==> config.mk <==
export PLATFORM = sky130hd
export DESIGN_NAME = wcpa_cell
export DESIGN_NICKNAME = d
export VERILOG_FILES = /design/src/design/wcpa_pkg.sv /design/src/design/wcpa_cell.sv
export SDC_FILE = /design/constraint.sdc
export NUM_CORES = 2
export LEC_CHECK = 0
export ABC_AREA = 1
export BUFFER_PORTS_ARGS = -buffer_cell sky130_fd_sc_hd__buf_2
export CORE_ASPECT_RATIO = 1.5
export CORE_MARGIN = 5
export CORE_UTILIZATION = 25
export CTS_CLUSTER_DIAMETER = 60
export DETAILED_ROUTE_END_ITERATION = 8
export GPL_TIMING_DRIVEN = 0
export PLACE_DENSITY = 0.39
export RECOVER_POWER = 25
export SLEW_MARGIN = 25
export SYNTH_ARGS = -nofsm -noshare
export SYNTH_HDL_FRONTEND = slang
export SYNTH_SLANG_ARGS = --single-unit
==> constraint.sdc <==
create_clock -name clk -period 7.4 [get_ports clk]
set_input_delay 0.74 -clock clk [delete_from_list [all_inputs] [get_ports clk]]
set_output_delay 0.74 -clock clk [all_outputs]
set_load 0.05 [all_outputs]
==> src/design/wcpa_pkg.sv <==
// ============================================================================
// wcpa_pkg: shared types and constants for the weighted cross product accumulator
// Holds the item structs, the op codes, the register indexes and the structs
// passed between the row feed, the column cells and the top level.
// ============================================================================
package wcpa_pkg;

    localparam int MAX_ROWS_DEF = 8;
    localparam int MAX_COLS_DEF = 8;

    // Index width that covers the largest table dimension (64)
    localparam int DIM_W  = 6;
    localparam int VAL_W  = 16;
    localparam int ACC_W  = 64;
    localparam int DW_W   = 33;   // (x - c) * w, signed
    localparam int TERM_W = 49;   // (x - c) * w * y, signed

    localparam logic signed [ACC_W-1:0] ACC_MAX = 64'sh7FFF_FFFF_FFFF_FFFF;
    localparam logic signed [ACC_W-1:0] ACC_MIN = 64'sh8000_0000_0000_0000;

    localparam logic [2:0] OP_LOAD_X = 3'd0;
    localparam logic [2:0] OP_LOAD_Y = 3'd1;
    localparam logic [2:0] OP_LOAD_C = 3'd2;
    localparam logic [2:0] OP_COMMIT = 3'd3;
    localparam logic [2:0] OP_READ   = 3'd4;
    localparam logic [2:0] OP_CLEAR  = 3'd5;

    localparam int CFG_IDX_W  = 2;
    localparam int CFG_DATA_W = 4;
    localparam logic [CFG_IDX_W-1:0] CFG_ROWS   = 2'd0;
    localparam logic [CFG_IDX_W-1:0] CFG_COLS   = 2'd1;
    localparam logic [CFG_IDX_W-1:0] CFG_CENTER = 2'd2;

    typedef struct packed {
        logic [2:0]              op;
        logic [2:0]              row_index;
        logic [2:0]              col_index;
        logic signed [VAL_W-1:0] element_value;
        logic [15:0]             weight;
    } cmd_t;

    typedef struct packed {
        logic signed [ACC_W-1:0] acc_value;
        logic                    saturated;
    } result_t;

    // Row term travelling down the cell chain
    typedef struct packed {
        logic                   valid;
        logic [DIM_W-1:0]       row;
        logic signed [DW_W-1:0] dw;
    } token_t;

    // Row feed control from the top level
    typedef struct packed {
        logic                    x_we;
        logic                    c_we;
        logic [DIM_W-1:0]        wr_addr;
        logic signed [VAL_W-1:0] wr_val;
        logic                    go;
        logic [DIM_W:0]          rows;
        logic [15:0]             weight;
        logic                    center_en;
    } feed_ctl_t;

    // Broadcast control to every column cell
    typedef struct packed {
        logic                    clr_en;
        logic [DIM_W-1:0]        addr;
        logic                    y_we;
        logic [DIM_W-1:0]        y_col;
        logic signed [VAL_W-1:0] y_val;
    } cell_ctl_t;

    typedef struct packed {
        logic busy;
        logic sat;
    } cell_stat_t;

endpackage

==> src/design/wcpa_cell.sv <==
// ============================================================================
// wcpa_cell: one accumulator column
// Holds y[k] and the column's accumulators. Each row term from the left is
// multiplied by y[k], saturating-added if enabled and passed on to the right.
// ============================================================================
module wcpa_cell #(
    parameter int MAX_ROWS = wcpa_pkg::MAX_ROWS_DEF,
    parameter int COL_ID   = 0
) (
    input  logic                           clk,
    input  logic                           rst_n,
    input  wcpa_pkg::cell_ctl_t            ctl,
    input  logic                           enable,
    input  wcpa_pkg::token_t               tok_in,
    output wcpa_pkg::token_t               tok_out,
    output logic signed [wcpa_pkg::ACC_W-1:0] rd_data,
    output wcpa_pkg::cell_stat_t           stat
);

    localparam int RA = (MAX_ROWS > 1) ? $clog2(MAX_ROWS) : 1;
    localparam int AW = wcpa_pkg::ACC_W;
    localparam int TW = wcpa_pkg::TERM_W;

    logic signed [wcpa_pkg::VAL_W-1:0] y_reg;
    logic signed [AW-1:0]  acc_mem [MAX_ROWS];
    logic signed [AW-1:0]  rd_data_reg;
    wcpa_pkg::token_t      tok_reg;

    logic                  a_valid_reg;
    logic [RA-1:0]         a_row_reg;
    logic signed [TW-1:0]  a_prod_reg;

    logic [RA-1:0]         rd_idx;
    logic signed [TW-1:0]  prod;
    logic [AW:0]           sum;
    logic                  ovf;
    logic signed [AW-1:0]  wr_value;

    assign rd_idx = tok_in.valid ? tok_in.row[RA-1:0] : ctl.addr[RA-1:0];
    assign prod   = tok_in.dw * y_reg;

    // Saturating add: overflow when the two top bits of the 65-bit sum differ
    assign sum = {rd_data_reg[AW-1], rd_data_reg} + {{(AW+1-TW){a_prod_reg[TW-1]}}, a_prod_reg};
    assign ovf = sum[AW] ^ sum[AW-1];

    always_comb
    begin
        if (!ovf)
        begin
            wr_value = sum[AW-1:0];
        end
        else if (sum[AW])
        begin
            wr_value = wcpa_pkg::ACC_MIN;
        end
        else
        begin
            wr_value = wcpa_pkg::ACC_MAX;
        end
    end

    // Clear pass and read-modify-write never overlap
    always_ff @(posedge clk)
    begin
        if (ctl.clr_en)
        begin
            acc_mem[ctl.addr[RA-1:0]] <= '0;
        end
        else if (a_valid_reg)
        begin
            acc_mem[a_row_reg] <= wr_value;
        end
        rd_data_reg <= acc_mem[rd_idx];
    end

    always_ff @(posedge clk)
    begin
        a_row_reg  <= tok_in.row[RA-1:0];
        a_prod_reg <= prod;
    end

    always_ff @(posedge clk or negedge rst_n)
    begin
        if (!rst_n)
        begin
            y_reg       <= '0;
            tok_reg     <= '0;
            a_valid_reg <= 1'b0;
        end
        else
        begin
            if (ctl.y_we && ctl.y_col == wcpa_pkg::DIM_W'(COL_ID))
            begin
                y_reg <= ctl.y_val;
            end
            tok_reg     <= tok_in;
            a_valid_reg <= tok_in.valid & enable;
        end
    end

    assign tok_out   = tok_reg;
    assign rd_data   = rd_data_reg;
    assign stat.busy = tok_in.valid | a_valid_reg;
    assign stat.sat  = a_valid_reg & ovf;

endmodule

# Word level (Yosys, flattened, before mapping)
# Memories as Yosys holds them, arrays and structs flattened. A register that Yosys moved wholly into a read port is not among the register bits.
# Index checks and enable logic that the tools add are counted.
# word_totals
latchBits,0
mem_count,1
register_bits,109
elab_cells,28
ram_bits,512
rom_bits,0
input_bits,73
# classes
n_mul,1
div_mod_pow,0
n_eq_ne,0
add_sub_neg,1
n_lt_le_gt_ge,0
n_bitwise,4
mux,11
n_reduce_logical,3
shifts,0
# memory_table
name,depth,word_bits,read_ports,rd_clocked_by_memory_dff,wr,line_no,rtl
acc_mem,8,64,1,1,1,wcpa_cell.sv:25,logic signed [AW-1:0] acc_mem [MAX_ROWS];
# op_table
cell,n
$mux W64,3
$add A64 B49 Y65,1
$reduce_or A64 Y1,1
$mul A33 B16 Y49,1
$logic_not A6 Y1,1
$mux W1,6
$mux W3,2
$and A1 B1 Y1,2
$logic_and A1 B1 Y1,1
$or A1 B1 Y1,1
$xor A1 B1 Y1,1

# Longest topological paths before layout
# logic_depth
ltp_word,5
mapped_depth,27

# Worst setup path after synthesis
# Ideal clock, no wire load.
# synth_timing
path_kind,in2reg
startpoint,in tok_in[7] (netlist bit)
endpoint,reg a_prod_reg[28]
path_slack_ps,1221
path_buffers,2
required_time_ps,7288
setup_time_ps,112
path_stages,24
arrival_ps,6066
path_cell_list,clkbuf_1 -> clkbuf_1 -> nand2_1 -> fa_1 -> inv_1 -> fa_1 -> inv_1 -> fa_1 -> inv_1 -> fa_1 -> fa_1 -> inv_1 -> fa_1 -> inv_1 -> ha_1 -> nand2_1 -> nor2_1 -> nand2_1 -> o21ai_0 -> a21oi_1 -> o21ai_0 -> nand2_1 -> nand3_1 -> nand2_1
# synth_between
elab_chain_len,1
# synth_lines
item,line_no,rtl
"start, declared",wcpa_cell.sv:14,"input wcpa_pkg::token_t tok_in,"
$mul A33 B16 Y49,wcpa_cell.sv:40,assign prod = tok_in.dw * y_reg;
named net prod[28],wcpa_cell.sv:34,logic signed [TW-1:0] prod;
"end signal, assigned",wcpa_cell.sv:79,a_prod_reg <= prod;
"end, declared",wcpa_cell.sv:31,logic signed [TW-1:0] a_prod_reg;
# The timed path passes the listed nets, and every way through them passes these cells.
# A chain may end at the register's enable or synchronous reset.

# Worst setup path in the final report
# layout_timing
startpoint,reg y_reg[3] (netlist bit)
endpoint,reg a_prod_reg[40]
# layout_between
elab_chain_len,1
# layout_lines
item,line_no,rtl
"start, declared",wcpa_cell.sv:24,logic signed [wcpa_pkg::VAL_W-1:0] y_reg;
"start signal, assigned",wcpa_cell.sv:94,y_reg <= ctl.y_val;
$mul A33 B16 Y49,wcpa_cell.sv:40,
named net prod[40],wcpa_cell.sv:34,
# The timed path passes the listed nets, and every way through them passes these cells.

==> out/qor.yml <==
cts:
  cts_buffers: 79
  insertion_delay_ps: 670
  cts_buffer_depth: 3
  cts-root-buf: "clkbuf_16"
  clock-sinks: 685
  htreeDepth: 3
  path_clk_slew_ps: 60
  cts_tree: "yes"
sta:
  drv_slew: 47
  hold_viol: 0
  max_freq_ghz: 0.137
  finalCritPeriodShare_pct: 98.4
  fin_skew_ps: 28.1
  worst_pin_slew_ps: 2750
  finalCriticalPeriod_ps: 7280
  tns_ps: 0
  relSlewSlack_pct: -83.6
  finalSetupViolations: 0
  rsz0062_at_grt: "true"
worst_setup_path:
  setup.worst_path.start_class: "register"
  cp.required_ps: 8000
  path_max_fanout: 10
  critPathKind: "register to register"
  rr_worst_depth: 22
  r2r_slack_ps: 120
  critPathArrivalTime_ps: 7880
  r2r_start: "y_reg[3]"
  end_kind: "register"
  crit_end: "a_prod_reg[40]"
  crit_start: "y_reg[3]"
  r2r-end: "a_prod_reg[40]"
run_status:
  failed_checks: "capacitance limit, slew limit"
  outcome: "finished with violations"
yosys:
  mappedNetlistNets: 6239
  yosys_warnings: 0
  avgSynthCellArea_sq_um: 8.94
  syn_inst: 5485
  synth_edf_count: 512
  ys.flop_type: "edfxtp_1"
  ys_async_sr_fraction_pct: 8.32
  synth_xor_area_share_pct: 1.52
  synth_cell_types: 46
  synth_fa_ha_area_share_pct: 25.1
  synthSimpleGateAreaFrac_pct: 16.4
  synthMuxAreaShare_pct: 0.345
  ys_seq_elements: 685
  synth_area_sq_um: 49000
  synth_top_family_by_area: "adder cells"
  synth_compound_area_share_pct: 7.21
  synth-seq-area-share_pct: 39.0
power_and_ir_drop:
  swShare_pct: 51.4
  power_frac_seq_pct: 18.9
  p_int_uw: 13100
  power_density_nw_per_um2: 479
  pwr-share-comb_pct: 66.4
  ir_drop_v: 0.000366
  clkPwrFrac_pct: 14.7
  p_switching_uw: 13900
  leakage_uw: 0.0255
grt:
  gr-total-overflow: 0
  grtUsageTotal_pct: 18.0
  grt_max_degree: 47
  grt_pass1_vias: 40079
  grt_pass1_wl_mm: 271
  grt_antenna_before_repair: 4
drt:
  avgViaCountPerCell: 4.45
  wire_per_inst_um: 22.2
  wl_met3_mm: 6.01
  postRouteAntennaNets: 0
  drt_first_iter_violations: 2195
  drc: 0
  finalWirelength_mm: 188
  top_layer: "met4"
  first_pass_iters: 8
  num_vias: 37671
  wl_met1_mm: 74.8
  wl_met2_mm: 97.2
floorplan:
  pin_count: 179
  initial_core_util_pct: 25.1
  die_y_um: 552
  die-area_sq_um: 205000
  coreArea_sq_um: 195000
  fp-row-count: 199
  die_w_um: 372
layout:
  final_cell_mix: "nand2_1 (1128), inv_1 (1098), nor2_1 (672), edfxtp_1 (512), fa_1 (501)"
  drive_above_1_share_pct: 4.91
  final_common_cell: "nand2_1"
  largest_reg_flops: 512
  fin_util_pct: 28.9
  layout.nets: 6530
  area_delta_synth_final_pct: 15.1
placement:
  dpl.hpwl_mm: 151
  place_congestion: 0.942
  port_buffers: 175
job:
  cap_violations: 1
min_path:
  holdCritPathClass: "primary input to register"
## cells by family (layout without fill, tap and decap cells)
kind of cell,Yosys count,after routing
AO/OA/AOI/OAI,646,646
XOR/XNOR,85,85
adder cells (fa/ha/maj),681,681
buffers and inverters,1342,1699
flip-flops,685,685
multiplexers,15,15
other,0,1
AND/OR/NAND/NOR,2031,2031
## worst min-delay path by stage
stage                         startpoint          end  depth (start not counted)
final                         tok_in[15]  tok_out[15]                          1
after global routing           tok_in[2]   tok_out[2]                          1
after CTS                     tok_in[29]  tok_out[29]                          1
after detailed placement  acc_mem[4][28]  rd_data[28]                          2
after global placement    acc_mem[6][52]  rd_data[52]                          2
after floorplan                    rst_n  a_valid_reg                          0
## layout make-up
class / instances / area, sq um
fillers: 21111 / 139000
well taps: 2613 / 3270
inverters: 1103 / 4140
multi-input cells: 3458 / 24800
clock buffers: 106 / 2180
plain buffers: 236 / 993
diodes: 1 / 2.50
clock inverters: 41 / 447
repair buffers: 213 / 1470
flip-flops and latches: 685 / 19100
## routing by layer
layer	track usage (%)	vias to the layer above
met1	21.0	18855
met3	1.61	331
li1	-	17631
met5	0	-
met4	8.00	0
met2	33.2	854
## critical path, cell delays in order, from the launching register on
cell and delay [ps]:
dfrtp_1 320, clkbuf_1 550, clkbuf_1 660, nand2_1 150
fa_1 510, fa_1 540, fa_1 530, inv_1 70
fa_1 520, fa_1 490, inv_1 50, fa_1 570
inv_1 70, ha_1 400, nand2_1 120, nor2_1 130
inv_1 80, nor2_1 80, inv_1 60, nor4_2 550
a21oi_1 300, o21ai_0 280, xor2_1 160
## Yosys cell counts, types with 29 or more instances
cell | n | area share [%]
a21oi_1 | 135 | 1.4
a31oi_1 | 77 | 0.98
clkbuf_1 | 209 | 1.6
dfrtp_1 | 57 | 2.9
dfxtp_1 | 116 | 4.7
edfxtp_1 | 512 | 31
fa_1 | 501 | 20
ha_1 | 180 | 4.6
inv_1 | 1098 | 8.4
nand2_1 | 1128 | 8.6
nand3_1 | 130 | 1.3
nor2_1 | 673 | 5.2
o21ai_0 | 324 | 3.3
o21bai_1 | 29 | 0.44
o22ai_1 | 64 | 0.82
xnor2_1 | 49 | 0.88
xor2_1 | 36 | 0.64
## power by group through the flow
stage / logic (uW) / registers [uW] / clock network (uW)
2_1_floorplan: 11900 / 5280 / 0
3_3_place_gp: 18000 / 5210 / 0
3_5_place_dp: 18100 / 5190 / 0
4_1_cts: 18200 / 5120 / 4100
5_1_grt: 20100 / 5150 / 4250
6_report: 18000 / 5120 / 3980
## what timing repair did
action / 4_1_cts / 5_1_grt
cloned: 0 / 0
gates resized for setup: 10 / 31
setup endpoints to repair: 13 / 8
setup buffers: 0 / 0
hold buffers: 1 / 0
hold endpoints to repair: 11 / 0
## through the flow
step / hold slack (ps) / std cells / power (uW) / setup slack, ps / instance area (sq um)
final: 185 / 8456 / 27100 / 119 / 56400
after detailed placement: 561 / 8310 / 23300 / -670 / 54200
after CTS: 110 / 8456 / 27400 / 20.3 / 56800
after floorplan: 444 / 5485 / 17200 / 1220 / 49000
after global placement: 554 / 8273 / 23200 / -1890 / 53200
after global routing: 149 / 8456 / 29500 / -2.03 / 56400
(Power assumes the default switching activity.)
