### config.mk
export PLATFORM = sky130hd
export DESIGN_NAME = wcpa_row_feed
export DESIGN_NICKNAME = d
export VERILOG_FILES = /design/src/design/wcpa_pkg.sv /design/src/design/wcpa_row_feed.sv
export SDC_FILE = /design/constraint.sdc
export NUM_CORES = 1
export LEC_CHECK = 0
export BUFFER_PORTS_ARGS = -buffer_cell sky130_fd_sc_hd__buf_2
export CORE_MARGIN = 2
export CORE_UTILIZATION = 30
export DETAILED_ROUTE_END_ITERATION = 16
export GPL_TIMING_DRIVEN = 0
export MAX_ROUTING_LAYER = met4
export PLACE_DENSITY = 0.55
export RECOVER_POWER = 50
export SLEW_MARGIN = 20
export SYNTH_ARGS = -nofsm -noshare
export SYNTH_HDL_FRONTEND = slang
export SYNTH_SLANG_ARGS = --single-unit
export TNS_END_PERCENT = 100
### constraint.sdc
create_clock -name clk -period 11.9 [get_ports clk]
set_input_delay 1.19 -clock clk [delete_from_list [all_inputs] [get_ports clk]]
set_output_delay 1.19 -clock clk [all_outputs]
set_load 0.01 [all_outputs]
### src/design/wcpa_pkg.sv
// ============================================================================
// wcpa_pkg: shared types and constants for the weighted cross product accumulator
// Holds the item structs, the op codes, the register indexes and the structs
// passed between the row feed, the column cells and the top level.
// ============================================================================
package wcpa_pkg;

    localparam int MAX_ROWS_DEF = 8;
    localparam int MAX_COLS_DEF = 8;

    // Index width that covers the largest table dimension (64)
    localparam int DIM_W  = 6;
    localparam int VAL_W  = 16;
    localparam int ACC_W  = 64;
    localparam int DW_W   = 33;   // (x - c) * w, signed
    localparam int TERM_W = 49;   // (x - c) * w * y, signed

    localparam logic signed [ACC_W-1:0] ACC_MAX = 64'sh7FFF_FFFF_FFFF_FFFF;
    localparam logic signed [ACC_W-1:0] ACC_MIN = 64'sh8000_0000_0000_0000;

    localparam logic [2:0] OP_LOAD_X = 3'd0;
    localparam logic [2:0] OP_LOAD_Y = 3'd1;
    localparam logic [2:0] OP_LOAD_C = 3'd2;
    localparam logic [2:0] OP_COMMIT = 3'd3;
    localparam logic [2:0] OP_READ   = 3'd4;
    localparam logic [2:0] OP_CLEAR  = 3'd5;

    localparam int CFG_IDX_W  = 2;
    localparam int CFG_DATA_W = 4;
    localparam logic [CFG_IDX_W-1:0] CFG_ROWS   = 2'd0;
    localparam logic [CFG_IDX_W-1:0] CFG_COLS   = 2'd1;
    localparam logic [CFG_IDX_W-1:0] CFG_CENTER = 2'd2;

    typedef struct packed {
        logic [2:0]              op;
        logic [2:0]              row_index;
        logic [2:0]              col_index;
        logic signed [VAL_W-1:0] element_value;
        logic [15:0]             weight;
    } cmd_t;

    typedef struct packed {
        logic signed [ACC_W-1:0] acc_value;
        logic                    saturated;
    } result_t;

    // Row term travelling down the cell chain
    typedef struct packed {
        logic                   valid;
        logic [DIM_W-1:0]       row;
        logic signed [DW_W-1:0] dw;
    } token_t;

    // Row feed control from the top level
    typedef struct packed {
        logic                    x_we;
        logic                    c_we;
        logic [DIM_W-1:0]        wr_addr;
        logic signed [VAL_W-1:0] wr_val;
        logic                    go;
        logic [DIM_W:0]          rows;
        logic [15:0]             weight;
        logic                    center_en;
    } feed_ctl_t;

    // Broadcast control to every column cell
    typedef struct packed {
        logic                    clr_en;
        logic [DIM_W-1:0]        addr;
        logic                    y_we;
        logic [DIM_W-1:0]        y_col;
        logic signed [VAL_W-1:0] y_val;
    } cell_ctl_t;

    typedef struct packed {
        logic busy;
        logic sat;
    } cell_stat_t;

endpackage

### src/design/wcpa_row_feed.sv
// ============================================================================
// wcpa_row_feed: row sequencer for a commit
// Holds the x and center vectors, walks the rows in use one per cycle and
// sends (x - c) * w (x * w, centering off) per row into the cell chain head.
// ============================================================================
module wcpa_row_feed #(
    parameter int MAX_ROWS = wcpa_pkg::MAX_ROWS_DEF
) (
    input  logic                clk,
    input  logic                rst_n,
    input  wcpa_pkg::feed_ctl_t ctl,
    output wcpa_pkg::token_t    tok,
    output logic                busy
);

    localparam int RA = (MAX_ROWS > 1) ? $clog2(MAX_ROWS) : 1;
    localparam int DW = wcpa_pkg::DIM_W;
    localparam int VW = wcpa_pkg::VAL_W;

    logic signed [VW-1:0] x_mem [MAX_ROWS];
    logic signed [VW-1:0] c_mem [MAX_ROWS];
    logic [MAX_ROWS-1:0]  x_vld_reg;
    logic [MAX_ROWS-1:0]  c_vld_reg;

    logic                 issue_reg;
    logic [DW:0]          cnt_reg;
    logic [DW:0]          rows_reg;
    logic [15:0]          w_reg;
    logic                 cen_reg;

    logic                 s1_valid_reg;
    logic [DW-1:0]        s1_row_reg;
    logic signed [VW-1:0] s1_x_reg;
    logic signed [VW-1:0] s1_c_reg;

    logic                 s2_valid_reg;
    logic [DW-1:0]        s2_row_reg;
    logic signed [wcpa_pkg::DW_W-1:0] dw_reg;

    logic [RA-1:0]        wr_idx;
    logic [RA-1:0]        rd_idx;
    logic signed [VW:0]   diff;
    logic signed [VW:0]   w_ext;
    logic signed [2*VW+1:0] prod;

    assign wr_idx = ctl.wr_addr[RA-1:0];
    assign rd_idx = cnt_reg[RA-1:0];

    // x and center stores; entries never written read as zero
    always_ff @(posedge clk)
    begin
        if (ctl.x_we)
        begin
            x_mem[wr_idx] <= ctl.wr_val;
        end
        if (ctl.c_we)
        begin
            c_mem[wr_idx] <= ctl.wr_val;
        end
        s1_x_reg <= x_vld_reg[rd_idx] ? x_mem[rd_idx] : '0;
        s1_c_reg <= c_vld_reg[rd_idx] ? c_mem[rd_idx] : '0;
    end

    always_ff @(posedge clk or negedge rst_n)
    begin
        if (!rst_n)
        begin
            x_vld_reg <= '0;
            c_vld_reg <= '0;
        end
        else
        begin
            if (ctl.x_we)
            begin
                x_vld_reg[wr_idx] <= 1'b1;
            end
            if (ctl.c_we)
            begin
                c_vld_reg[wr_idx] <= 1'b1;
            end
        end
    end

    always_ff @(posedge clk or negedge rst_n)
    begin
        if (!rst_n)
        begin
            issue_reg    <= 1'b0;
            cnt_reg      <= '0;
            rows_reg     <= '0;
            s1_valid_reg <= 1'b0;
            s2_valid_reg <= 1'b0;
        end
        else
        begin
            if (ctl.go)
            begin
                issue_reg <= (ctl.rows != '0);
                cnt_reg   <= '0;
                rows_reg  <= ctl.rows;
            end
            else if (issue_reg)
            begin
                cnt_reg <= cnt_reg + 1'b1;
                if (cnt_reg + 1'b1 == rows_reg)
                begin
                    issue_reg <= 1'b0;
                end
            end
            s1_valid_reg <= issue_reg;
            s2_valid_reg <= s1_valid_reg;
        end
    end

    assign diff  = {s1_x_reg[VW-1], s1_x_reg}
                 - (cen_reg ? {s1_c_reg[VW-1], s1_c_reg} : '0);
    assign w_ext = {1'b0, w_reg};
    assign prod  = diff * w_ext;

    always_ff @(posedge clk)
    begin
        if (ctl.go)
        begin
            w_reg   <= ctl.weight;
            cen_reg <= ctl.center_en;
        end
        s1_row_reg <= cnt_reg[DW-1:0];
        s2_row_reg <= s1_row_reg;
        dw_reg     <= prod[wcpa_pkg::DW_W-1:0];
    end

    always_comb
    begin
        tok.valid = s2_valid_reg;
        tok.row   = s2_row_reg;
        tok.dw    = dw_reg;
    end

    assign busy = issue_reg | s1_valid_reg | s2_valid_reg;

endmodule

# After elaboration in Yosys (flattened, before gate mapping)

Memory sizes are Yosys's and may differ from the RTL's. A register that Yosys moved wholly into a read port is not among the register bits.
Cells that the tools add are included.

Bitwise operators: 4
Equal/unequal tests: 1
$add $sub $neg: 2
Muxes and demuxes: 16
$mul: 1
Reductions and logical operators: 5
Order comparisons: 3

Operator list:

| operator                                             | count |
|---|---|
| multiplier 17 x 17 -> 33 bit                         | 1 |
| two-way mux 17 bit                                   | 1 |
| subtractor 17 bit                                    | 1 |
| OR 8 bit                                             | 2 |
| two-way mux 7 bit                                    | 2 |
| two-way mux 1 bit                                    | 10 |
| < comparator 3 x 4 -> 1 bit (second input constant)  | 2 |
| adder 7 x 1 -> 7 bit (second input constant)         | 1 |
| equality test 7 bit                                  | 1 |
| nonzero test 7 bit                                   | 1 |
| binary-select mux 1 bit (select 3 bit)               | 2 |
| demux 1 bit (select 3 bit)                           | 1 |
| >= comparator 3 x 1 -> 1 bit (second input constant) | 1 |
| logical NOT 1 bit                                    | 2 |
| OR 1 bit                                             | 2 |
| nonzero test 2 bit                                   | 1 |
| logical AND 1 bit                                    | 1 |

Logic and storage cells: 46
Register bits after elaboration: 95
Output and inout bits: 41
Memories: 2
Input port bits: 51
Bits in writable memories: 256

Memory list:

| memory | depth | width | rd ports | clocked after Yosys merged registers in | write ports | RTL line            | source |
|---|---|---|---|---|---|---|---|
| c_mem  | 8     | 16    | 1        | 1                                       | 1           | wcpa_row_feed.sv:21 | `logic signed [VW-1:0] c_mem [MAX_ROWS];` |
| x_mem  | 8     | 16    | 1        | 1                                       | 1           | wcpa_row_feed.sv:20 | `logic signed [VW-1:0] x_mem [MAX_ROWS];` |

# Logic depth before layout (Yosys ltp)

Depth in word-level cells: 5
Mapped depth: 34
Depth with buffers taken out: 32

# Worst setup path before layout

No wires, ideal clock.

Path type: reg-to-reg
Start: reg cen_reg
End: reg dw_reg[32] (netlist name)
Arrival time: 7.778 ns
Library setup time: 0.129 ns
Setup slack: 3.992 ns
Stages on the path, launching flop included: 31
Period minus slack after synthesis: 7.908 ns
Buffers on the path: 1
Data required time: 11.771 ns
Cells stage by stage: edfxtp_1 -> and2_1 -> ha_1 -> fa_1 -> nor2b_1 -> o21a_1 -> o21ai_2 -> a211oi_2 -> o311a_1 -> buf_2 -> nor2_1 -> a211o_1 -> ha_1 -> nor3b_1 -> a311o_1 -> a311oi_1 -> fa_1 -> inv_1 -> fa_1 -> fa_1 -> fa_1 -> inv_1 -> fa_1 -> inv_1 -> ha_1 -> nand2_1 -> or4_4 -> a2111oi_2 -> nor3_1 -> a21oi_1 -> o211ai_1

Word-level cells in the longest chain between the ends: 3

RTL lines:

| item                         | RTL line             | source |
|---|---|---|
| start, declared              | wcpa_row_feed.sv:29  | `logic cen_reg;` |
| start signal, assigned       | wcpa_row_feed.sv:125 | `cen_reg <= ctl.center_en;` |
| two-way mux 17 bit           | wcpa_row_feed.sv:116 | `- (cen_reg ? {s1_c_reg[VW-1], s1_c_reg} : '0);` |
| subtractor 17 bit            | wcpa_row_feed.sv:116 |  |
| multiplier 17 x 17 -> 33 bit | wcpa_row_feed.sv:118 | `assign prod = diff * w_ext;` |
| net prod[32]                 | wcpa_row_feed.sv:44  | `logic signed [2*VW+1:0] prod;` |
| end signal, assigned         | wcpa_row_feed.sv:129 | `dw_reg <= prod[wcpa_pkg::DW_W-1:0];` |
| end, declared                | wcpa_row_feed.sv:38  | `logic signed [wcpa_pkg::DW_W-1:0] dw_reg;` |

The timed path passes the listed nets, and every way through them passes these cells.
A chain may end at the register's enable or synchronous reset.

# Final worst setup path

Same ends and word-level chain as after synthesis.

==> results_dict.tcl <==
set metrics [dict create \
    synth_area_um2 26100 \
    synthAdderAreaFrac_pct 25.7 \
    final_cell_mix "inv_1, edfxtp_1, fa_1" \
    synthArstFlopShare_pct 8.62 \
    period_share_pct 79.9 \
    cts_tree "yes" \
    min_from "s1_row_reg[3]" \
    io_buffers 88 \
    grt_antenna_before_repair 4 \
    finalWirelength_mm 69.4 \
    fin_util_pct 34.2 \
    clk_pin_slew_ns 0.06 \
    place_area_um2 28200 \
    die-width_um 299 \
    grt_usage_pct 16.1 \
    crit_buf_inv 5 \
    cts_buffers 44 \
    tns_ns 0 \
    htree_num_levels 2 \
    path_max_fanout 10 \
    wl_per_cell_um 19.7 \
    synthMuxAreaShare_pct 8.89 \
    routabilityCongestion 0.934 \
    area_growth_pct 13.3 \
    cp_common_cell "fa_1" \
    grt-ovfl-total 0 \
    viasPerCell 4.70 \
    reg2reg_to "dw_reg[32]" \
    syn-instance-count 2190 \
    ctsHoldBuffers 0 \
    postRouteAntennaNets 0 \
    failed_checks "capacitance limit, slew limit" \
    min_path_cells 0 \
    num_vias 16600 \
    hold_viol 0 \
    max_freq_mhz 105 \
    min_to "s2_row_reg[3]" \
    synth_compound_area_share_pct 4.74 \
    n_fill_cell 8675 \
    grt_pass1_wl_mm 107 \
    crit_path_top_delay_cell "a311oi_1" \
    clk_latency_ns 0.61 \
    drtPass1Iterations 5 \
    core_um2 86500 \
    worst_ep_arrival_time_ns 10.00 \
    cp.required_ns 12.39 \
    clock_sinks 383 \
    synthXorXnorAreaFrac_pct 2.38 \
    cpPeakStageDelay_ns 0.68 \
    reg2reg_slack_ns 2.39 \
    yosysWarnings 0 \
    synth.avg_cell_area_um2 11.9 \
    cp-start-kind "flip-flop" \
    dieArea_um2 89500 \
    synth_top_family_by_area "adder cells" \
    final_common_cell "inv_1" \
    r2r_cells 31 \
    syn_nets 2616 \
    synthFlopType "edfxtp_1" \
    synth_cell_types 76 \
    drc 0 \
    rows 108 \
    hold_path.class "reg2reg" \
    fin_area_um2 29600 \
    rsz0062_at_grt "false" \
    drtIter0Drc 1181 \
    die_height_um 299 \
    synth.top_cell.area_share_pct 31.4 \
    setup_viol 0 \
    worst_slew_pin_slew_ns 1.82 \
    criticalPathCategory "reg2reg" \
    critPathCaptureType "flip-flop" \
    cts_buffer_depth 3 \
    layout-drive-gt1-share_pct 12.4 \
    synth_edf_count 273 \
    critPathTopFamily "adder cells" \
    ys_ff_latch 383 \
    root_buffer "clkbuf_16" \
    yosysTopAreaCell "edfxtp_1" \
    skew_ns 0.0366 \
    synth.area.top_cells "edfxtp_1, fa_1, dfxtp_1" \
    dp_hpwl_mm 53.4 \
    post_cts_buffers 0 \
    max_cap_violations 1 \
    slew_viol_final 34 \
    max_slew_margin_pct -21.2 \
    start_util_pct 30.2 \
    grt_max_degree 34 \
    io_pins 92 \
    grt_pass1_vias 17900 \
    regToRegStartpoint "cen_reg" \
    synth_seq_area_share_pct 40.4 \
    cts_resized 0 \
    run_status "complete, but fails checks" \
    synth-simple-area-share_pct 10.9 \
    min_period_ns 9.51 \
    nNetsFinal 2761 \
]
-- cells by family (layout without fill, tap and decap cells) --
logic type                 after synthesis  in the layout
other                                    0              4
buffers and inverters                  470            650
muxes                                  144            144
and+or+nand+nor                        576            576
adders and majority gates              375            375
xor gates and xnor gates                71             71
AOI/OAI and AO/OA                      171            171
DFF                                    383            383
-- per-stage QoR --
step           std cells  hold slack (ns)  setup WS [ns]
4_1_cts             3525            0.326           2.20
5_1_grt             3529            0.339           1.71
6_report            3529            0.326           2.39
3_5_place_dp        3444            0.312           2.27
3_3_place_gp        3433            0.314           2.33
2_1_floorplan       2190            0.310           3.99
-- synthesized netlist by cell type, types with 41 or more instances --
library cell  number
inv_1            357
edfxtp_1         273
fa_1             268
nand2_1          182
nor2_1           116
ha_1             107
clkbuf_1          84
and2_1            81
dfxtp_1           77
mux4_2            68
mux2i_1           55
xnor2_1           44
nand2b_1          41
-- how the worst max path moves through the flow --
stage                  from    endpoint  slack [ns]  depth (start not counted)
floorplan           cen_reg  dw_reg[32]        3.99                         30
global placement    cen_reg  dw_reg[30]        2.33                         31
detailed placement  cen_reg  dw_reg[32]        2.27                         31
CTS                 cen_reg  dw_reg[32]        2.20                         31
global route        cen_reg  dw_reg[32]        1.71                         31
finish              cen_reg  dw_reg[32]        2.39                         31
-- final cells by class --
class	instances	area, um2	area share [%]
Antenna cell	4	10.0	0.0338
Buffer	112	480	1.62
Clock buffer	54	1140	3.85
Clock inverter	27	300	1.01
Inverter	358	1340	4.54
Multi-Input combinational cell	1337	13800	46.6
Sequential cell	383	10600	35.7
Tap cell	1155	1450	4.88
Timing Repair Buffer	99	510	1.72
-- metal layers --
layer	up-vias	track usage (%)	wire length, um
met3	97	2.56	3530
met2	462	26.7	33700
met4	0	4.55	1840
met1	8482	20.3	30300
li1	7554	-	-
met5	-	-	0
Power is not shown: default switching activity piles up to over one toggle a cycle in this logic, so the estimate is an artifact.
